`src/rtl/bbrb_pkg.sv`:
```
// ----------------------------------------------------------------------------
// bbrb_pkg
// Shared constants and types of the replicated-border box blur.
// ----------------------------------------------------------------------------
package bbrb_pkg;

  localparam int unsigned MAX_WIDTH_DEF  = 2048;
  localparam int unsigned MAX_KERNEL_DEF = 15;
  localparam int unsigned MAX_HEIGHT_DEF = 2048;

  localparam int unsigned NCH        = 3;
  localparam int unsigned PIX_W      = 8;
  localparam int unsigned KCFG_W     = 4;
  localparam int unsigned SIZE_W     = 12;
  localparam int unsigned CFG_IDX_W  = 2;
  localparam int unsigned CFG_DATA_W = 12;

  localparam logic [KCFG_W-1:0] KERNEL_RST = KCFG_W'(3);
  localparam logic [SIZE_W-1:0] WIDTH_RST  = SIZE_W'(640);
  localparam logic [SIZE_W-1:0] HEIGHT_RST = SIZE_W'(480);

  typedef enum logic [CFG_IDX_W-1:0] {
    CFG_KERNEL = 2'd0,
    CFG_WIDTH  = 2'd1,
    CFG_HEIGHT = 2'd2
  } cfg_idx_e;

  typedef logic [NCH*PIX_W-1:0] pix_t;

endpackage

```
`src/rtl/bbrb_cell.sv`:
```
// ----------------------------------------------------------------------------
// bbrb_cell
// One column of the horizontal window: holds a vertical column sum of all
// channels and takes its neighbour's value on each shift, or the new sum on fill.
// ----------------------------------------------------------------------------
module bbrb_cell #(
  parameter int unsigned VSW = 12
) (
  input  logic                          clk_i,
  input  logic                          rst_ni,
  input  logic                          en_i,
  input  logic                          fill_i,
  input  logic [bbrb_pkg::NCH*VSW-1:0]  vs_i,
  input  logic [bbrb_pkg::NCH*VSW-1:0]  prev_i,
  output logic [bbrb_pkg::NCH*VSW-1:0]  q_o
);
  import bbrb_pkg::*;

  logic [NCH*VSW-1:0] val_q;

  always_ff @(posedge clk_i or negedge rst_ni) begin
    if (!rst_ni) begin
      val_q <= '0;
    end else if (en_i) begin
      val_q <= fill_i ? vs_i : prev_i;
    end
  end

  assign q_o = val_q;

endmodule

```
`config.mk`:
```
export PLATFORM = sky130hd
export DESIGN_NAME = bbrb_cell
export DESIGN_NICKNAME = d
export VERILOG_FILES = /design/src/rtl/bbrb_pkg.sv /design/src/rtl/bbrb_cell.sv
export SDC_FILE = /design/constraint.sdc
export NUM_CORES = 1
export LEC_CHECK = 0
export ABC_AREA = 0
export BUFFER_PORTS_ARGS = -buffer_cell sky130_fd_sc_hd__clkbuf_2
export CORE_MARGIN = 2
export CORE_UTILIZATION = 25
export DETAILED_ROUTE_END_ITERATION = 7
export HOLD_SLACK_MARGIN = 0.03
export PLACE_DENSITY = 0.51
export SETUP_SLACK_MARGIN = 0.2
export SYNTH_ARGS = -nofsm -noshare
export SYNTH_HDL_FRONTEND = slang
export SYNTH_SLANG_ARGS = --single-unit
```
`constraint.sdc`:
```
create_clock -name clk_i -period 1.65 [get_ports clk_i]
set_clock_uncertainty 0.1 [all_clocks]
set_input_delay 0.0825 -clock clk_i [delete_from_list [all_inputs] [get_ports clk_i]]
set_output_delay 0.0825 -clock clk_i [all_outputs]
set_load 0.1 [all_outputs]
```
==> out/qor.yml <==
clk_pin_slew_ns: 0.07
post_cts_buffers: 0
clk-insertion-delay-late_ns: 0.28
worst_r2r_endpoint: "q_o[33]"
wl_um: 4630
io_pins: 112
outcome: "finished clean"
ys_seq_area_share_pct: 53.5
ys_seq_elements: 36
dp.cells: 335
vias_per_cell: 4.24
start_util_pct: 26.2
fin_cells: 398
layout_min_cycle_time_ns: 1.42
antenna_found_initial: 0
reg2reg_depth: 2
ys_top_cells_by_count: "36 x a21oi_1, 36 x dfrtp_1, 36 x mux2i_1, 36 x nor2_1, 5 x buf_2"
crit_type: "primary input to flip-flop"
cts_buffer_depth: 2
grt_usage_pct: 13.5
grt_pass1_vias: 1814
startpoint_type: "primary input"
hold_depth: 3
area_growth_pct: 73.2
synth-edff-count: 0
crit_path_end_kind: "flip-flop"
setup_tns_ns: 0
first_pass_iters: 4
r2r_slack_ns: 0.88
grt_max_degree: 73
synth_nets: 232
coreArea_um2: 6420
netlist_instances: 156
num_antenna_cells: 0
power_density_nw_per_um2: 983
largest_reg_flops: 36
crit_family: "buffers and inverters"
htreeDepth: 2
layout.nets: 396
cp.arrival_ns: 1.47
peakVddDrop_v: 0.000414
drt_iter0_drc: 23
drt.antenna.violating_nets: 0
ctsResizeCount: 0
post-route-period-util_pct: 86.0
cts_buffers: 5
setup_viol: 0
gr-total-overflow: 0
portBuffers: 111
drc: 0
seq_area_um2: 901
critical_path.cell_chain: "dlygate4sd3_1 > clkbuf_2 > mux2i_1 > dlygate4sd3_1 > a21oi_1"
wl_met2_um: 2420
wl_met3_um: 277
drive_gt1_share_pct: 37.4
synthTopCellsByArea: "dfrtp_1 53%, mux2i_1 21%, a21oi_1 11%"
worstPathRequired_ns: 1.70
dr_total_vias: 1688
avgSynthCellArea_um2: 10.8
hold_viol: 0
power.total_uw: 2870
yosys.area.top_type_share_pct: 53.5
die_w_um: 86.1
wl_met1_um: 1890
path_max_fanout: 1
crit_path_end: "q_o[0]"
maxCapViolCount: 0
yosysWarnings: 0
worst-path-buf-inv: 3
rsz0062_at_grt: "no"
gp_congestion: 0.678
die_h_um: 86.1
cpPeakStageDelay_ns: 0.56
clockRootBuffer: "clkbuf_8"
yosys.area.top_type: "dfrtp_1"
leakage_uw: 0.00149
cpMostUsedCell: "dlygate4sd3_1"
cts_sinks: 36
cts_tree: "built"
slew_headroom_pct: 63.3
async_reset_ff_share_pct: 100
reg2reg_from: "q_o[33]"
cp.depth: 5
grt_pass1_wl_um: 8000
crit_path_start: "vs_i[0]"
hold_class: "primary input to flip-flop"
final_util_pct: 45.4
synth_cell_types: 8
worst_slew_pin_slew_ns: 0.552
drv_slew: 0
multi_input_area_um2: 676
ys.flop_type: "dfrtp_1"
hpwl_um: 2870
syn_area_um2: 1680
die-area_um2: 7410
top_layer: "met4"
cpMaxStageDelayCell: "dlygate4sd3_1"
fillers: 648
wl_per_cell_um: 11.6
num_rows: 29
clock.fmax_mhz: 705
[logic make-up after synthesis]
| family | Yosys count | synth area share [%] |
|---|---|---|
| compound gates | 36 | 10.7 |
| buf+inv | 12 | 6.39 |
| flops | 36 | 53.5 |
| mux | 36 | 21.4 |
| simple gates | 36 | 8.02 |
[tightest hold or removal path, cell delays in order]
cell and delay, ns:
clkbuf_2 0.07, mux2i_1 0.05, a21oi_1 0.13
[through the flow]
stage          hold slack, ns  setup slack (ns)  cell area (um^2)
4_1_cts                0.0305             0.254              3090
3_5_place_dp         -0.00176             0.600              2280
5_1_grt                0.0317             0.201              2920
3_3_place_gp         0.000803             0.597              2280
6_report              0.00798             0.231              2920
2_1_floorplan          -0.313             0.345              1680
[placed cells by master, fill, tap and decap left out, drive strengths merged]
cell         Yosys  layout
clkbuf           3     119
buf              9       3
nor2            36      36
mux2i           36      36
dfrtp           36      36
dlygate4sd3      0      55
a21oi           36      36
[area by class of cell]
cell class	count	area share [%]
Clock buffer	8	3.09
Multi-Input combinational cell	108	23.2
Sequential cell	36	30.9
Tap cell	77	3.30
Timing Repair Buffer	169	39.6
[routing by layer]
metal  vias to the layer above  track usage [%]
li1                        864                -
met1                       759             15.1
met2                        60             25.4
met3                         5             3.37
met4                         0             3.46
met5                         -                0
[power by group]
part / total (uW) / internal (uW) / switching [uW]
Clock: 625 / 340 / 285
Combinational: 1210 / 310 / 905
Sequential: 1030 / 976 / 51.5
Total: 2870 / 1630 / 1240
[how the worst min path moves through the flow]
stage,startpoint,endpoint,slack (ns)
final,vs_i[29],q_o[29],0.008
after global routing,vs_i[4],q_o[4],0.03
after CTS,vs_i[7],q_o[7],0.03
after detailed placement,rst_ni,q_o[5],-0.002
after global placement,rst_ni,q_o[5],0.0008
after floorplan,rst_ni,q_o[0],-0.31
[what timing repair did]
action                     4_1_cts  5_1_grt
setup endpoints to repair        0       17
hold endpoints to repair        56        0
hold buffers                    72        0
Power figures use the tool's default switching activity.
