<file path="config.mk">
export PLATFORM = sky130hd
export DESIGN_NAME = bbrb_ram
export DESIGN_NICKNAME = d
export VERILOG_FILES = /design/src/rtl/bbrb_ram.sv
export SDC_FILE = /design/constraint.sdc
export NUM_CORES = 1
export LEC_CHECK = 0
export ABC_AREA = 1
export BUFFER_PORTS_ARGS = -buffer_cell sky130_fd_sc_hd__buf_2
export CAP_MARGIN = 40
export CORE_UTILIZATION = 60
export CTS_BUF_LIST = sky130_fd_sc_hd__clkbuf_8 sky130_fd_sc_hd__clkbuf_16
export DETAILED_ROUTE_END_ITERATION = 16
export PLACE_DENSITY_LB_ADDON = 0.08
export SLEW_MARGIN = 20
export SYNTH_ARGS = -nofsm -noshare
export SYNTH_HDL_FRONTEND = slang
export SYNTH_SLANG_ARGS = --single-unit
export TNS_END_PERCENT = 10
</file>
<file path="constraint.sdc">
create_clock -name clk_i -period 1.6 [get_ports clk_i]
set_input_delay 0.32 -clock clk_i [delete_from_list [all_inputs] [get_ports clk_i]]
set_output_delay 0.32 -clock clk_i [all_outputs]
set_load 0.1 [all_outputs]
</file>
<file path="src/rtl/bbrb_ram.sv">
// ----------------------------------------------------------------------------
// bbrb_ram
// Generic single-write, single-read RAM with registered read data.
// ----------------------------------------------------------------------------
module bbrb_ram #(
  parameter int unsigned WIDTH = 8,
  parameter int unsigned DEPTH = 16
) (
  input  logic                     clk_i,
  input  logic                     we_i,
  input  logic [$clog2(DEPTH)-1:0] waddr_i,
  input  logic [WIDTH-1:0]         wdata_i,
  input  logic                     re_i,
  input  logic [$clog2(DEPTH)-1:0] raddr_i,
  output logic [WIDTH-1:0]         rdata_o
);

  logic [WIDTH-1:0] mem_q [DEPTH];
  logic [WIDTH-1:0] rdata_q;

  always_ff @(posedge clk_i) begin
    if (we_i) begin
      mem_q[waddr_i] <= wdata_i;
    end
    if (re_i) begin
      rdata_q <= mem_q[raddr_i];
    end
  end

  assign rdata_o = rdata_q;

endmodule

</file>
==> results of run 1 <==
==> cell families after synthesis <==
logic type | after synthesis | synth area share, %
DFF | 136 | 69.8
buffers and inverters | 126 | 9.39
and+or+nand+nor | 289 | 20.8
==> state kept, by name, summed over array words and instances, names as in the netlist <==
| signal | flops |
|---|---|
| mem_q | 128 |
| rdata_o | 8 |
==> layer usage <==
layer / GRT usage (%) / part of all wire (%)
met5: 0 / 0
met4: 15.5 / 3.5
met3: 4.30 / 5.8
met2: 47.3 / 50
met1: 38.3 / 41
==> stage by stage <==
| stage | instances | worst slack (ns) | hold slack [ns] | area, sq um |
|---|---|---|---|---|
| 2_1_floorplan | 551 | 0.329 | 0.419 | 5850 |
| 3_3_place_gp | 708 | 0.0311 | 0.700 | 6190 |
| 3_5_place_dp | 708 | 0.0387 | 0.699 | 6190 |
| 4_1_cts | 740 | 0.00227 | 0.161 | 6820 |
| 5_1_grt | 740 | 0.00196 | 0.161 | 6820 |
| 6_report | 740 | 0.0299 | 0.181 | 6820 |
==> cell type report <==
class	count	area [sq um]
Tap cell	129	161
Clock buffer	17	414
Timing Repair Buffer	52	365
Sequential cell	136	4080
Multi-Input combinational cell	289	1210
Inverter	102	383
Fill cell	652	2510
Clock inverter	15	200
==> what timing repair did <==
item | in CTS | in global routing
gates resized for setup | 4 | 2
gates cloned | 0 | 0
pin swaps | 0 | 0
setup endpoints to repair | 4 | 2
==> cell usage in the layout (no fill, tap or decap), drive strengths merged <==
| master | netlist | final |
|---|---|---|
| clkinv | 0 | 4 |
| inv | 102 | 107 |
| nand2 | 173 | 173 |
| clkinvlp | 0 | 2 |
| nor2 | 17 | 17 |
| clkbuf | 0 | 19 |
| nand3b | 2 | 2 |
| edfxtp | 136 | 136 |
| bufinv | 0 | 4 |
| nand3 | 97 | 97 |
| buf | 24 | 50 |
==> power by group through the flow <==
stage               clock network (mW)  logic (mW)  registers, mW
floorplan                            0       0.281           4.23
global placement                     0       0.611           4.11
detailed placement                   0       0.617           4.11
CTS                               4.06       0.628           4.04
global route                      4.20       0.680           4.04
finish                            4.02       0.631           4.04
==> worst max-delay path by stage <==
stage	startpoint	end	slack [ns]	cells past startpoint
5_1_grt	rdata_o[0]	rdata_o[0]	0.002	1
6_report	rdata_o[1]	rdata_o[1]	0.03	1
3_3_place_gp	raddr_i[0]	rdata_o[4]	0.03	8
2_1_floorplan	waddr_i[2]	mem_q[10][0]	0.33	2
4_1_cts	rdata_o[6]	rdata_o[6]	0.002	1
3_5_place_dp	raddr_i[0]	rdata_o[4]	0.04	8
==> results.sh, run 1 <==
export IMPL_cp_end_kind="output pin"
export IMPL_startpoint_type="flip-flop"
export IMPL_cts_buffer_depth=2
export IMPL_start_util_pct=62.7
export IMPL_setup_viol=0
export IMPL_cts_root_buffer="clkbuf_8"
export IMPL_utilization_pct=73.1
export IMPL_power_density_nw_per_um2=1270
export IMPL_antenna_left=0
export IMPL_viasPerCell=5.33
export IMPL_postCtsHoldBufs=0
export IMPL_clk_pin_slew_ns=0.06
export IMPL_numCtsBuffers=17
export IMPL_p_switching_mw=1.98
export IMPL_drc_errors=0
export IMPL_layout_nets=617
export IMPL_worstMarginPinSlew_ns=0.584
export IMPL_fin_total_pwr_mw=8.69
export IMPL_grt_pass1_wl_mm=20.6
export IMPL_drtPass1Iterations=5
export IMPL_hold_depth=1
export IMPL_area_delta_synth_final_pct=16.7
export IMPL_wl_mm=13.5
export IMPL_finalSetupTns_ns=0
export IMPL_synth_avg_cell_area_sq_um=10.6
export IMPL_r2r_slack_ns=0.39
export IMPL_placement_io_buffers=26
export IMPL_async_flop_share_pct=0
export IMPL_syn_nets=570
export IMPL_p_leak_nw=2.98
export IMPL_ys_ff_latch=136
export IMPL_yosysMostFrequentCell="nand2_1"
export IMPL_status="complete, no violations"
export IMPL_combPwrFrac_pct=7.3
export IMPL_row_count=35
export IMPL_r2r_start="mem_q[1][1]"
export IMPL_slew_headroom_pct=61.0
export IMPL_hp_start="re_i"
export IMPL_holdCritPathClass="input pin to flip-flop"
export IMPL_syn_instance_count=551
export IMPL_crit_chain="buf_2"
export IMPL_power_internal_mw=6.71
export IMPL_io_pins=27
export IMPL_post_cts_buffers=0
export IMPL_fmax_ghz=0.637
export IMPL_cap_violations=0
export IMPL_worst_hold_path_endpoint="rdata_o[6]"
export IMPL_path_buf_inv=1
export IMPL_h_tree_depth=4
export IMPL_p_clk_share_pct=46.3
export IMPL_period_share_pct=98.1
export IMPL_synth_edf_count=136
export IMPL_grt_ovfl_total=0
export IMPL_syn_cell_area_sq_um=5850
export IMPL_synth_main_ff_cell="edfxtp_1"
export IMPL_critical_path_class="flip-flop to output pin"
export IMPL_synth_cell_types=11
export IMPL_drt_iter0_markers=317
export IMPL_synth_area_leaders="edfxtp_1, nand2_1, nand3_1"
export IMPL_grt_pass1_vias=3829
export IMPL_netSwitchingFraction_pct=22.8
export IMPL_hold_viol_final=0
export IMPL_seq_area_frac_synth_pct=69.8
export IMPL_grt_max_degree=41
export IMPL_vias=3947
export IMPL_gr_usage_all_layers_pct=29.1
export IMPL_dieWidth_microns=101
export IMPL_skew_ns=0.00413
export IMPL_die_area_sq_um=10100
export IMPL_core_sq_um=9330
export IMPL_r2r_end="rdata_o[1]"
export IMPL_synthTopCellsByCount="nand2_1, edfxtp_1, inv_1"
export IMPL_die_y_microns=101
export IMPL_rsz0062_at_grt="false"
export IMPL_required_ns=1.28
export IMPL_synth_top_area_share_pct=69.8
export IMPL_drive_above_1_share_pct=13.7
export IMPL_hpwl_mm=8.35
export IMPL_cts_sinks=136
export IMPL_crit_fanout=1
export IMPL_worstPathArrival_ns=1.25
export IMPL_pwr_share_seq_pct=46.4
export IMPL_cts_tree="done"
export IMPL_final_min_clock_period_ns=1.57
export IMPL_vdd_drop_max_uv=799
export IMPL_ys_warn_count=0
export IMPL_worst_path_largest_cell_delay_ns=0.42
export IMPL_routedWlPerCell_microns=18.2
export IMPL_antenna_cells=0
export IMPL_cpLargestDelayFamily="buffers and inverters"
export IMPL_r2r_cells=6
export IMPL_gp_congestion=0.874
export IMPL_slowest_stage="buf_2"
export IMPL_slew_viol_final=0
export IMPL_clk_latency_ns=0.52
export IMPL_antenna_found_initial=0
export IMPL_yosysTopAreaCell="edfxtp_1"
Note: power is estimated with default switching activity, not from simulation.
==> run 2: changes to the inputs <==
Settings changed: CTS_CLUSTER_DIAMETER set to 120, SETUP_SLACK_MARGIN set to 0.4.
==> run 2 against run 1 <==
Routed wire length up 0.43%. Non-clock buffer count stayed put. Setup slack better by 0.089 ns. Register-to-register slack hardly changed. Flip-flop and latch count is the same. Via count increased by 0.48%. Hold slack got worse by 0.0016 ns. Clock skew down 0.00086 ns. Total power rose by 0.13%. Design area grew 0.24%. Cell count did not move. Die area stayed put. Largest cell class unchanged. Largest power group unchanged. Highest routed layer unchanged.
==> results.sh, run 2 (synthesis results as in run 1) <==
export IMPL_worstMarginPinSlew_ns=0.573
export IMPL_drt_iter0_markers=336
export IMPL_antenna_left=0
export IMPL_area_delta_synth_final_pct=16.9
export IMPL_post_cts_buffers=0
export IMPL_cts_tree="done"
export IMPL_startpoint_type="flip-flop"
export IMPL_antenna_cells=0
export IMPL_slowest_stage="edfxtp_1"
export IMPL_largest_register="mem_q"
export IMPL_ctsResizeCount=11
export IMPL_cp_end_kind="output pin"
export IMPL_grt_pass1_wl_mm=20.7
export IMPL_rsz0062_at_grt="true"
export IMPL_p_leak_nw=2.98
export IMPL_wl_mm=13.6
export IMPL_worst_path_largest_cell_delay_ns=0.43
export IMPL_p_switching_mw=1.99
export IMPL_grt_pass1_vias=3845
export IMPL_fmax_ghz=0.675
export IMPL_drive_above_1_share_pct=13.7
export IMPL_status="complete, no violations"
export IMPL_drtPass1Iterations=5
export IMPL_cpLargestDelayFamily="flip-flops"
export IMPL_cap_violations=0
export IMPL_final_min_clock_period_ns=1.48
export IMPL_hold_viol_final=0
export IMPL_grt_max_degree=41
export IMPL_viasPerCell=5.36
export IMPL_row_count=35
export IMPL_routedWlPerCell_microns=18.3
export IMPL_io_pins=27
export IMPL_critical_path_class="flip-flop to output pin"
export IMPL_p_clk_share_pct=46.3
export IMPL_drc_errors=0
export IMPL_required_ns=1.28
export IMPL_skew_ns=0.00327
export IMPL_die_y_microns=101
export IMPL_numCtsBuffers=17
export IMPL_h_tree_depth=4
export IMPL_crit_fanout=1
export IMPL_slew_viol_final=0
export IMPL_grt_ovfl_total=0
export IMPL_finalSetupTns_ns=0
export IMPL_path_buf_inv=1
export IMPL_setup_viol=0
export IMPL_gp_congestion=0.874
export IMPL_clk_pin_slew_ns=0.06
export IMPL_power_density_nw_per_um2=1270
export IMPL_die_area_sq_um=10100
export IMPL_core_sq_um=9330
export IMPL_placed_area_sq_um=6190
export IMPL_gr_usage_all_layers_pct=29.1
export IMPL_final_common_cell="nand2_1"
export IMPL_antenna_found_initial=0
export IMPL_holdCritPathClass="input pin to flip-flop"
export IMPL_period_share_pct=92.6
export IMPL_vdd_drop_max_uv=804
export IMPL_worstPathArrival_ns=1.16
export IMPL_largest_register_ff_count=128
export IMPL_placement_io_buffers=26
export IMPL_netSwitchingFraction_pct=22.8
export IMPL_clk_latency_ns=0.52
export IMPL_whs_ns=0.179
export IMPL_cts_sinks=136
export IMPL_pwr_share_seq_pct=46.4
export IMPL_final_cell_mix="nand2_1, edfxtp_1, inv_1"
export IMPL_slew_headroom_pct=61.7
export IMPL_crit_chain="buf_6"
export IMPL_layout_nets=617
export IMPL_final_area_sq_um=6840
export IMPL_vias=3966
export IMPL_postCtsHoldBufs=0
export IMPL_cts_buffer_depth=2
export IMPL_combPwrFrac_pct=7.3
export IMPL_dieWidth_microns=101
export IMPL_power_internal_mw=6.72
export IMPL_hpwl_mm=8.35
export IMPL_cts_root_buffer="clkbuf_8"
export IMPL_start_util_pct=62.7
export IMPL_utilization_pct=73.3
[run 2: cell count changes in the layout (fill, tap and decap cells not counted), sizes merged]
cell	delta
buf	+2
clkbuf	-2
[run 2: worst paths after layout]
check,from,endpoint,slack [ns],cells past startpoint
hold / removal,re_i,rdata_o[6],0.18,1
hold reg to reg,mem_q[12][1],rdata_o[1],0.75,6
setup / recovery,rdata_o[7],rdata_o[7],0.12,1
setup reg to reg,mem_q[1][1],rdata_o[1],0.40,6
[run 2: per-stage QoR]
stage          total power, mW  std cells  setup slack, ns
2_1_floorplan             4.51        551            0.329
6_report                  8.70        740            0.119
3_5_place_dp              4.73        708           0.0387
3_3_place_gp              4.72        708           0.0311
5_1_grt                   8.93        740           0.0934
4_1_cts                   8.74        740            0.104
[run 2: metal layers]
metal | routed length (microns) | global-route usage (%)
met4 | 462 | 15.5
met1 | 5470 | 38.3
met5 | 0 | 0
met3 | 918 | 4.30
met2 | 6700 | 47.5
[run 2: layout make-up]
type,instances,area (sq um)
repair buffers,52,382
clock inverters,15,200
clock buffers,17,414
fillers,650,2490
flip-flops and latches,136,4080
well taps,129,161
multi-input cells,289,1210
inverters,102,383
[run 2: power by group through the flow]
stage	Clock, mW	Combinational (mW)	Sequential, mW
after global placement	0	0.611	4.11
final	4.03	0.639	4.04
after global routing	4.20	0.687	4.04
after detailed placement	0	0.617	4.11
after floorplan	0	0.281	4.23
after CTS	4.06	0.637	4.04
