## config.mk

```make
export PLATFORM = sky130hd
export DESIGN_NAME = bbrb_div
export DESIGN_NICKNAME = d
export VERILOG_FILES = /design/src/rtl/bbrb_pkg.sv /design/src/rtl/bbrb_div.sv
export SDC_FILE = /design/constraint.sdc
export NUM_CORES = 1
export LEC_CHECK = 0
export BUFFER_PORTS_ARGS = -buffer_cell sky130_fd_sc_hd__buf_4
export CAP_MARGIN = 10
export CORE_MARGIN = 2
export CORE_UTILIZATION = 30
export DETAILED_ROUTE_END_ITERATION = 10
export SLEW_MARGIN = 5
export SYNTH_ARGS = -nofsm -noshare
export SYNTH_HDL_FRONTEND = slang
export SYNTH_SLANG_ARGS = --single-unit
```

## constraint.sdc

```tcl
create_clock -name clk_i -period 2.8 [get_ports clk_i]
set_input_delay 0.7 -clock clk_i [delete_from_list [all_inputs] [get_ports clk_i]]
set_output_delay 0.7 -clock clk_i [all_outputs]
set_load 0.005 [all_outputs]
```

## src/rtl/bbrb_pkg.sv

```systemverilog
// ----------------------------------------------------------------------------
// bbrb_pkg
// Shared constants and types of the replicated-border box blur.
// ----------------------------------------------------------------------------
package bbrb_pkg;

  localparam int unsigned MAX_WIDTH_DEF  = 2048;
  localparam int unsigned MAX_KERNEL_DEF = 15;
  localparam int unsigned MAX_HEIGHT_DEF = 2048;

  localparam int unsigned NCH        = 3;
  localparam int unsigned PIX_W      = 8;
  localparam int unsigned KCFG_W     = 4;
  localparam int unsigned SIZE_W     = 12;
  localparam int unsigned CFG_IDX_W  = 2;
  localparam int unsigned CFG_DATA_W = 12;

  localparam logic [KCFG_W-1:0] KERNEL_RST = KCFG_W'(3);
  localparam logic [SIZE_W-1:0] WIDTH_RST  = SIZE_W'(640);
  localparam logic [SIZE_W-1:0] HEIGHT_RST = SIZE_W'(480);

  typedef enum logic [CFG_IDX_W-1:0] {
    CFG_KERNEL = 2'd0,
    CFG_WIDTH  = 2'd1,
    CFG_HEIGHT = 2'd2
  } cfg_idx_e;

  typedef logic [NCH*PIX_W-1:0] pix_t;

endpackage

```

## src/rtl/bbrb_div.sv

```systemverilog
// ----------------------------------------------------------------------------
// bbrb_div
// Restoring divider, one quotient bit per cycle, all channels side by side.
// The quotient is known to fit in one pixel.
// ----------------------------------------------------------------------------
module bbrb_div #(
  parameter int unsigned SUMW  = 16,
  parameter int unsigned AREAW = 8
) (
  input  logic                                  clk_i,
  input  logic                                  rst_ni,
  input  logic                                  start_i,
  input  logic [bbrb_pkg::NCH*SUMW-1:0]         dividend_i,
  input  logic [AREAW-1:0]                      divisor_i,
  output logic                                  done_o,
  output logic [bbrb_pkg::NCH*bbrb_pkg::PIX_W-1:0] quot_o
);
  import bbrb_pkg::*;

  localparam int unsigned CW = $clog2(PIX_W);

  logic [SUMW-1:0]      rem_q [NCH];
  logic [SUMW-1:0]      dv_q;
  logic [NCH*PIX_W-1:0] quot_q;
  logic [CW-1:0]        cnt_q;
  logic                 busy_q;
  logic                 done_q;

  always_ff @(posedge clk_i or negedge rst_ni) begin
    if (!rst_ni) begin
      busy_q <= 1'b0;
      done_q <= 1'b0;
      cnt_q  <= '0;
    end else begin
      done_q <= 1'b0;
      if (start_i) begin
        busy_q <= 1'b1;
        cnt_q  <= CW'(PIX_W - 1);
      end else if (busy_q) begin
        cnt_q <= cnt_q - 1'b1;
        if (cnt_q == '0) begin
          busy_q <= 1'b0;
          done_q <= 1'b1;
        end
      end
    end
  end

  always_ff @(posedge clk_i) begin
    if (start_i) begin
      dv_q <= SUMW'(divisor_i) << (PIX_W - 1);
      for (int c = 0; c < NCH; c++) begin
        rem_q[c] <= dividend_i[c*SUMW +: SUMW];
      end
    end else if (busy_q) begin
      dv_q <= dv_q >> 1;
      for (int c = 0; c < NCH; c++) begin
        if (rem_q[c] >= dv_q) begin
          rem_q[c] <= rem_q[c] - dv_q;
          quot_q[c*PIX_W +: PIX_W] <= {quot_q[c*PIX_W +: PIX_W-1], 1'b1};
        end else begin
          quot_q[c*PIX_W +: PIX_W] <= {quot_q[c*PIX_W +: PIX_W-1], 1'b0};
        end
      end
    end
  end

  assign done_o = done_q;
  assign quot_o = quot_q;

endmodule

```

==> flow_summary.toml, run 1 <==
[run_status]
status = "finished with violations"
failed_checks = "negative setup slack"

[die]
die_w_um = 142
pin_count = 84
start_util_pct = 30.6
die_y_um = 142
rows = 50
core_um2 = 18700
die_area_um2 = 20200

[timing]
fin_ws_ns = -0.132
max_freq_ghz = 0.341
timing.final.crit_period_ns = 2.93
setup_violations = 41
period_share_pct = 105
drv_slew = 0
slew_headroom_pct = 72.6
hold_viol = 0
tightest_slew_ns = 0.408
rsz0062_at_grt = "yes"
hold_ws_ns = 0.130
fin_skew_ns = 0.0136

[clocking]
cts-buffers-inserted = 9
path_clk_slew_ns = 0.07
clk_latency_ns = 0.37
h-tree-depth = 3
clock-sinks = 92
cts_tree = "yes"
clockBufferDepth = 2
root_buffer = "clkbuf_16"

[setup_path]
endpoint_kind = "flip-flop"
cpPeakStageDelay_ns = 0.38
critical_path.slowest_cell = "a2111oi_4"
path_cells = "inv_1 > ha_1 > a21oi_4 > nor2_1 > a211o_1 > a2111oi_4 > o21ai_2 > o31ai_4 > buf_6 > buf_8 > mux2_4"
cp-start-kind = "flip-flop"
path_class = "reg -> reg"
crit_required_ns = 2.92
arrival_ns = 3.05
r2r_start = "dv_q[8]$_DFFE_PP_"
critPathMaxFanout = 5
startpoint = "dv_q[8]$_DFFE_PP_"

[layout]
syn_to_final_growth_pct = 44.8
nets = 843
antenna_cells = 0
final_util_pct = 44.3
finalInstanceArea_um2 = 8290
layout.cells.non_filler = 973
n_fill_cell = 1753
drive_above_1_share_pct = 39.0

[drt]
routedWlPerCell_um = 16.0
wl_um = 15600
viasPerCell = 4.95
vias = 4819
drt-initial-drc-count = 217
ant_nets = 0
drcViolationCount = 0
drtPass1Iterations = 4

[placement]
gp_congestion = 0.858
dp.cells = 924
dp_hpwl_um = 10800
placed_cell_area_um2 = 7150
port_buffers = 83

[synth]
ys_ff_latch = 92
syn_area_um2 = 5720
async_flop_share_pct = 5.43
syn_area_per_cell_um2 = 10.4
synth.net_count = 661
synth_edf_count = 80
yosys_warnings = 0
seq_area_frac_synth_pct = 46.6
yosysTopAreaCell = "edfxtp_1"
ys.flop_type = "edfxtp_1"
yosysTopAreaCellShare_pct = 42.0
synth.most_common_cell = "edfxtp_1"
ys_top_cells_by_area = "edfxtp_1, ha_1, o21ai_0"
synth_cell_types = 54
synth_cells = 552
netlist_top_cells_count = "edfxtp_1, nand2_1, o21ai_0"

[power]
powerDensity_nw_per_um2 = 1080
total_power_w = 0.00898
power.leakage_nw = 3.52
vdd_ir_drop_max_uv = 489

[hold_path]
hp-class = "in -> async"

[global_route]
antenna_found_initial = 0
overflow = 0
grt_pass1_wl_um = 23500
grt_use_total_pct = 15.2
grt_max_degree = 30
grt_pass1_vias = 4640

[job]
maxCapViolCount = 0
==> layer usage <==
metal | vias to the layer above | global-route usage (%) | routed length, um | share of wire (%)
met5 | - | 0 | 0 | 0
met4 | 0 | 4.74 | 184 | 1.2
met3 | 11 | 3.03 | 667 | 4.3
met2 | 106 | 24.8 | 7390 | 47
met1 | 2301 | 20.2 | 7370 | 47
li1 | 2401 | - | - | -
==> sequential cells by signal, indices dropped and copies added (netlist names) <==
register and count:
rem_q 48, dv_q 15, cnt_q 3, quot_o 24, done_o 1, busy_q 1
==> kinds of logic (layout without fill, tap and decap cells) <==
family,count (synthesis),in the layout,share of synthesized area [%]
buffers and inverters,46,233,3.32
flip-flops,92,92,46.6
XOR/XNOR,34,34,5.20
multiplexers,13,13,2.38
AND/OR/NAND/NOR,159,159,13.0
adder cells (fa/ha/maj),50,50,11.3
AO/OA/AOI/OAI,158,158,18.2
==> critical path: cells and delay by family (launching register included) <==
family | cells | cell delay, ns
AOI/OAI and AO/OA | 5 | 1.24
adders and majority gates | 1 | 0.29
buffers and inverters | 3 | 0.43
DFF | 1 | 0.36
muxes | 1 | 0.30
and+or+nand+nor | 1 | 0.07
==> through the flow <==
step	setup WS [ns]	setup TNS [ns]
finish	-0.132	-2.05
global placement	-0.197	-1.97
global route	-0.230	-7.92
floorplan	0.0235	0
detailed placement	-0.253	-7.62
CTS	-0.133	-2.63
==> where the power goes <==
group | switching [W] | internal, W | total, W | leakage (nW)
Clock | 0.000612 | 0.000632 | 0.00124 | 0.144
Sequential | 0.000196 | 0.00213 | 0.00233 | 0.936
Combinational | 0.00268 | 0.00273 | 0.00541 | 2.44
==> repair_timing <==
item                       4_1_cts  5_1_grt
gates resized for setup         98       50
pin swaps                       39       32
setup endpoints to repair       63       80
hold buffers                     0        0
buffers inserted                16       14
cloned                           5        2
==> layout by cell type, fill, tap and decap left out, types with 4 or more instances in the layout <==
master	instances
a22o_1	5
nand3_1	5
inv_2	5
and3_1	7
mux2_4	5
buf_6	13
o31a_1	5
a21oi_1	26
nor2b_1	8
buf_12	6
a211o_1	6
ha_4	9
o21a_1	9
a21o_1	10
nor3_1	15
o31ai_4	4
edfxtp_1	80
o21ai_1	22
a21oi_2	4
clkbuf_16	10
mux2i_1	8
o21ai_2	14
ha_1	38
a31oi_1	4
nand2b_1	8
nor2_1	27
dfxtp_1	4
o21bai_1	5
xor2_1	13
xnor2_1	21
inv_1	25
dfrtp_1	5
o21ai_0	19
nand2_1	51
nand2_2	14
buf_4	160
==> worst paths after layout <==
check                                    endpoint  slack, ns  cells past startpoint
setup / recovery           rem_q[0][21]$_DFFE_PP_      -0.13                     11
hold / removal               cnt_q[1]$_DFFE_PN0P_       0.13                      1
setup reg to reg           rem_q[0][21]$_DFFE_PP_      -0.13                     11
hold reg to reg              quot_o[15]$_DFFE_PP_       0.45                      0
max in group asynchronous    cnt_q[0]$_DFFE_PN0P_       2.56                      1
min in group clk_i           quot_o[15]$_DFFE_PP_       0.45                      0
==> final cells by class <==
cell class,instances,area [um^2],area share (%)
Timing Repair Buffer,187,1630,19.6
Multi-Input combinational cell,414,3280,39.6
Clock buffer,9,225,2.72
Clock inverter,7,72.6,0.876
Sequential cell,92,2670,32.3
Tap cell,234,293,3.53
Inverter,30,113,1.36
(Power assumes the default switching activity.)
==> inputs of run 2 (changes only) <==
ABC_CLOCK_PERIOD_IN_PS = 2800   (was default)
SETUP_SLACK_MARGIN = 0.2   (was default)
==> run 2 against run 1 <==
The flow still finishes with violations (negative setup slack). Via count is 0.12% lower. Global-route usage rose by 0.25 points. Combinational power down 6.7%. Critical path depth stayed put. Count of clock-buffer cells in the layout unchanged. Worst hold slack worse by 0.0054 ns. Register-to-register slack improved by 0.04 ns. Critical path type unchanged. Highest routed layer unchanged.
==> flow_summary.toml, run 2 (synthesized netlist as in run 1, its figures left out) <==
[setup_path]
endpoint_kind = "flip-flop"
arrival_ns = 3.00
path_cells = "inv_2 > ha_4 > fa_2 > nor2b_2 > or2_1 > a211o_1 > a221oi_2 > o21ai_2 > o31ai_4 > buf_6 > mux2_4"
critical_path.slowest_cell = "edfxtp_1"
path_class = "reg -> reg"
cpPeakStageDelay_ns = 0.38
path_buf_inv = 2
cp-start-kind = "flip-flop"
critPathMaxFanout = 6
crit_required_ns = 2.91
cp_top_family = "compound AO/OA/AOI/OAI gates"
ff2ff_path_depth = 11
r2r_start = "rem_q[0][32]$_DFFE_PP_"
cp.depth = 11
startpoint = "rem_q[0][32]$_DFFE_PP_"

[placement]
pre_cts_ws_ns = -0.120
gp_congestion = 0.883
placed_cell_area_um2 = 7090
port_buffers = 83
dp_hpwl_um = 11400

[global_route]
busiest_layer = "met2"
overflow = 0
met1_usage_pct = 20.0
grt_use_total_pct = 15.4
grt_pass1_vias = 4776
grt_pass1_wl_um = 24200
antenna_found_initial = 0
grtUsageMet3_pct = 3.06
grt_max_degree = 30
gr-usage-met2_pct = 26.2

[hold_path]
hp-class = "in -> async"

[clocking]
clock-sinks = 92
path_clk_slew_ns = 0.08
root_buffer = "clkbuf_16"
h-tree-depth = 3
cts-buffers-inserted = 9
cts_hold_buf = 0
cts_tree = "yes"
clockBufferDepth = 2
clk_latency_ns = 0.36

[drt]
ant_nets = 0
drcViolationCount = 0
routedWlPerCell_um = 16.4
viasPerCell = 5.10
vias = 4813
drtPass1Iterations = 5
wl_um = 15500
drt-initial-drc-count = 401

[power]
vdd_ir_drop_max_uv = 465
power.leakage_nw = 3.36
powerDensity_nw_per_um2 = 1090

[die]
core_um2 = 18700
die_y_um = 142
start_util_pct = 30.6
pin_count = 84
rows = 50
die_w_um = 142
die_area_um2 = 20200

[layout]
final_common_cell = "buf_4"
antenna_cells = 0
nets = 813
largest_reg_flops = 48
finalInstanceArea_um2 = 7920
regArea_um2 = 2670
n_fill_cell = 1776
drive_above_1_share_pct = 34.4
syn_to_final_growth_pct = 38.3
final_util_pct = 42.3
regMostFlops = "rem_q"
multi_input_area_um2 = 3170
most-common-layout-cells = "buf_4, edfxtp_1, nand2_1"

[timing]
rsz0062_at_grt = "yes"
fin_ws_ns = -0.0891
tightest_slew_ns = 0.396
slew_headroom_pct = 73.6
hold_viol = 0
setup_violations = 33
period_share_pct = 103
timing.final.crit_period_ns = 2.89
drv_slew = 0
max_freq_ghz = 0.346
fin_skew_ns = 0.0123

[run_status]
status = "finished with violations"
failed_checks = "negative setup slack"

[job]
maxCapViolCount = 0
==> run 2: changes by cell type in the layout (fill, tap and decap cells not counted), moves of 3 or more <==
cell     delta
buf_4      -21
buf_6       -5
buf_8       -3
ha_2        +3
ha_4        -4
nand2_1     +4
nand2_2     -8
nand2_4     +4
o21ai_0    +18
o21ai_1    -13
o21ai_2     -5
o31ai_1     +4
==> run 2: path summary, 6_finish.rpt <==
| kind | to | slack, ns |
|---|---|---|
| max in group asynchronous | cnt_q[1]$_DFFE_PN0P_ | 2.57 |
| worst max register to register | rem_q[0][26]$_DFFE_PP_ | -0.09 |
| worst min-delay path | done_o$_DFF_PN0_ | 0.12 |
| worst min register to register | quot_o[2]$_DFFE_PP_ | 0.44 |
| min in group clk_i | quot_o[2]$_DFFE_PP_ | 0.44 |
| worst max-delay path | rem_q[0][26]$_DFFE_PP_ | -0.09 |
==> run 2: area by class of cell <==
type	instances	area share (%)
Clock buffer	9	2.84
Sequential cell	92	33.8
Inverter	30	1.45
Multi-Input combinational cell	414	40.1
Clock inverter	7	0.885
Timing Repair Buffer	157	17.3
Tap cell	234	3.70
==> run 2: stage by stage <==
step / hold WS, ns / instances / total power, W / TNS [ns]
after global placement: 0.432 / 903 / 0.00658 / -0.0898
final: 0.124 / 943 / 0.00862 / -0.940
after global routing: 0.112 / 943 / 0.00921 / -5.74
after floorplan: 0.404 / 552 / 0.00536 / 0
after CTS: 0.113 / 935 / 0.00830 / -0.582
after detailed placement: 0.435 / 903 / 0.00672 / -2.61
==> run 2: layer usage <==
| layer | vias to the layer above | wire [um] |
|---|---|---|
| met3 | 24 | 704 |
| met4 | 0 | 209 |
| li1 | 2331 | - |
| met5 | - | 0 |
| met2 | 136 | 7620 |
| met1 | 2322 | 6970 |
==> run 2: worst reg2reg max path, stage by stage, from the launching register on <==
cell      delay [ns]
edfxtp_1        0.38
inv_2           0.08
ha_4            0.13
fa_2            0.22
nor2b_2         0.05
or2_1           0.23
a211o_1         0.28
a221oi_2        0.28
o21ai_2         0.14
o31ai_4         0.35
buf_6           0.21
mux2_4          0.30
==> run 2: repair_timing <==
item | CTS | global route
gates cloned | 4 | 1
buffers inserted | 12 | 7
resized for setup | 45 | 37
pin swaps | 22 | 9
setup endpoints to repair | 96 | 96
==> run 2: report_power, final <==
group          internal, W  switching [W]
Clock             0.000635       0.000612
Combinational      0.00250        0.00255
Sequential         0.00213       0.000197
Total              0.00526        0.00336
==> inputs of run 3 (changes only) <==
ABC_CLOCK_PERIOD_IN_PS = 2840   (was 2800)
clock period = 2.84 ns   (was 2.8 ns; I/O delays follow)
==> run 3 against run 2 <==
The flow still finishes with violations (negative setup slack). Worst hold slack gained 0.0070 ns. Routed wire length down 0.92%. Cell area up 1.2%. Count of clock-buffer cells in the layout unchanged. Clock skew about the same. Global-route usage fell by 0.63 points. Maximum frequency decreased by 1.0%. Worst setup slack improved by 0.010 ns. Largest cell class unchanged.
==> flow_summary.toml, run 3 (synthesized netlist as in run 1, its figures left out) <==
[layout]
largest_reg_flops = 48
final_common_cell = "buf_4"
regArea_um2 = 2670
multi_input_area_um2 = 3300
nets = 801
regMostFlops = "rem_q"
layout.cells.non_filler = 931
n_fill_cell = 1714
antenna_cells = 0
drive_above_1_share_pct = 36.7
syn_to_final_growth_pct = 39.9
most-common-layout-cells = "buf_4, edfxtp_1, nand2_1, ha_1"

[clocking]
h-tree-depth = 3
cts-buffers-inserted = 9
clock-sinks = 92
cts_hold_buf = 0
root_buffer = "clkbuf_16"
cts_tree = "yes"
clk_latency_ns = 0.36
path_clk_slew_ns = 0.08
clockBufferDepth = 2

[setup_path]
r2r_end = "rem_q[0][21]$_DFFE_PP_"
cp_common_cell = "buf_12"
r2r_start = "rem_q[0][32]$_DFFE_PP_"
ff2ff_path_depth = 12
path_cells = "inv_2 > ha_4 > fa_2 > nor2b_2 > or2_1 > a211o_1 > a221oi_2 > o21ai_2 > o31ai_4 > buf_12 > buf_12 > mux2_4"
cp_top_family = "compound AO/OA/AOI/OAI gates"
crit_required_ns = 2.95
arrival_ns = 3.03
critPathMaxFanout = 8
r2r_slack_ns = -0.08
cpPeakStageDelay_ns = 0.38
cp-start-kind = "flip-flop"
path_buf_inv = 3
cp.depth = 12
path_class = "reg -> reg"
critical_path.slowest_cell = "edfxtp_1"
endpoint_kind = "flip-flop"

[job]
maxCapViolCount = 0

[timing]
slew_headroom_pct = 71.9
timing.final.crit_period_ns = 2.92
fin_ws_ns = -0.0787
period_share_pct = 103
drv_slew = 0
setup_violations = 25
tightest_slew_ns = 0.418
final.setup.tns_ns = -0.643
rsz0062_at_grt = "yes"
fin_skew_ns = 0.0128
max_freq_ghz = 0.343
hold_viol = 0

[run_status]
failed_checks = "negative setup slack"
status = "finished with violations"

[die]
die_area_um2 = 20200
rows = 50
die_w_um = 142
die_y_um = 142
start_util_pct = 30.6
pin_count = 84
core_um2 = 18700

[drt]
viasPerCell = 5.07
drtPass1Iterations = 6
drt-initial-drc-count = 283
wl_um = 15400
vias = 4717
routedWlPerCell_um = 16.5
drcViolationCount = 0
ant_nets = 0

[power]
internal_power_w = 0.00512
power.leakage_nw = 3.38
combPwrFrac_pct = 58.4
power_frac_clock_pct = 14.5
powerDensity_nw_per_um2 = 1050
power_frac_seq_pct = 27.2
vdd_ir_drop_max_uv = 461
swShare_pct = 39.4
p_switching_w = 0.00333

[global_route]
grt_max_degree = 32
grt_pass1_wl_um = 23200
grt_pass1_vias = 4704
grt_use_total_pct = 14.8
overflow = 0
antenna_found_initial = 0

[placement]
gp_congestion = 0.927
dp.cells = 894
dp_hpwl_um = 11000
port_buffers = 83

[hold_path]
hp-class = "in -> async"
==> run 3: repair_timing <==
| item | in CTS | in global routing |
|---|---|---|
| setup buffers | 7 | 7 |
| pin swaps | 9 | 37 |
| gates resized for setup | 40 | 97 |
| gates cloned | 0 | 7 |
| endpoints found under the setup margin | 80 | 96 |
==> run 3: how the worst max path moves through the flow <==
| stage | startpoint | to | slack (ns) |
|---|---|---|---|
| 2_1_floorplan | rem_q[0][32]$_DFFE_PP_ | rem_q[0][13]$_DFFE_PP_ | 0.13 |
| 3_3_place_gp | dv_q[0]$_SDFFE_PP0P_ | rem_q[0][45]$_DFFE_PP_ | -0.06 |
| 3_5_place_dp | dv_q[0]$_SDFFE_PP0P_ | rem_q[0][45]$_DFFE_PP_ | -0.1 |
| 4_1_cts | rem_q[0][16]$_DFFE_PP_ | rem_q[0][45]$_DFFE_PP_ | 0.02 |
| 5_1_grt | rem_q[0][32]$_DFFE_PP_ | rem_q[0][21]$_DFFE_PP_ | -0.15 |
| 6_report | rem_q[0][32]$_DFFE_PP_ | rem_q[0][21]$_DFFE_PP_ | -0.08 |
==> run 3: per-layer routing <==
layer | track usage (%) | share of wire (%)
met1 | 18.8 | 44
met2 | 24.5 | 48
met3 | 3.57 | 5.5
met4 | 5.42 | 2.2
met5 | 0 | 0
==> run 3: power groups by stage <==
stage                     Clock [W]  Combinational, W  Sequential (W)
after floorplan                   0           0.00303         0.00226
after global placement            0           0.00415         0.00230
after detailed placement          0           0.00425         0.00232
after CTS                   0.00127           0.00445         0.00230
after global routing        0.00130           0.00542         0.00234
final                       0.00122           0.00493         0.00229
==> run 3: final cells by class <==
type                       instances  area share (%)
multi-input combinational        414            41.2
clock buffer                       9            2.81
inverter                          30            1.44
sequential                        92            33.4
tap                              234            3.66
clock inverter                     7           0.937
timing repair buffer             145            16.5
==> run 3: stage by stage <==
step	power, W	hold slack (ns)	utilization (%)	setup WS (ns)	area, um^2
6_report	0.00845	0.131	42.8	-0.0787	8010
5_1_grt	0.00906	0.122	42.8	-0.150	8010
4_1_cts	0.00801	0.120	40.2	0.0235	7530
3_5_place_dp	0.00657	0.438	37.7	-0.0988	7050
3_3_place_gp	0.00645	0.432	37.7	-0.0580	7050
2_1_floorplan	0.00529	0.414	-	0.132	5820
==> run 3: worst register-to-register path: cells and delay by family, from the launching register on <==
| family | cells | cell delay [ns] |
|---|---|---|
| adders and majority gates | 2 | 0.36 |
| muxes | 1 | 0.31 |
| AOI/OAI and AO/OA | 4 | 0.97 |
| DFF | 1 | 0.38 |
| buffers and inverters | 3 | 0.39 |
| and+or+nand+nor | 2 | 0.27 |
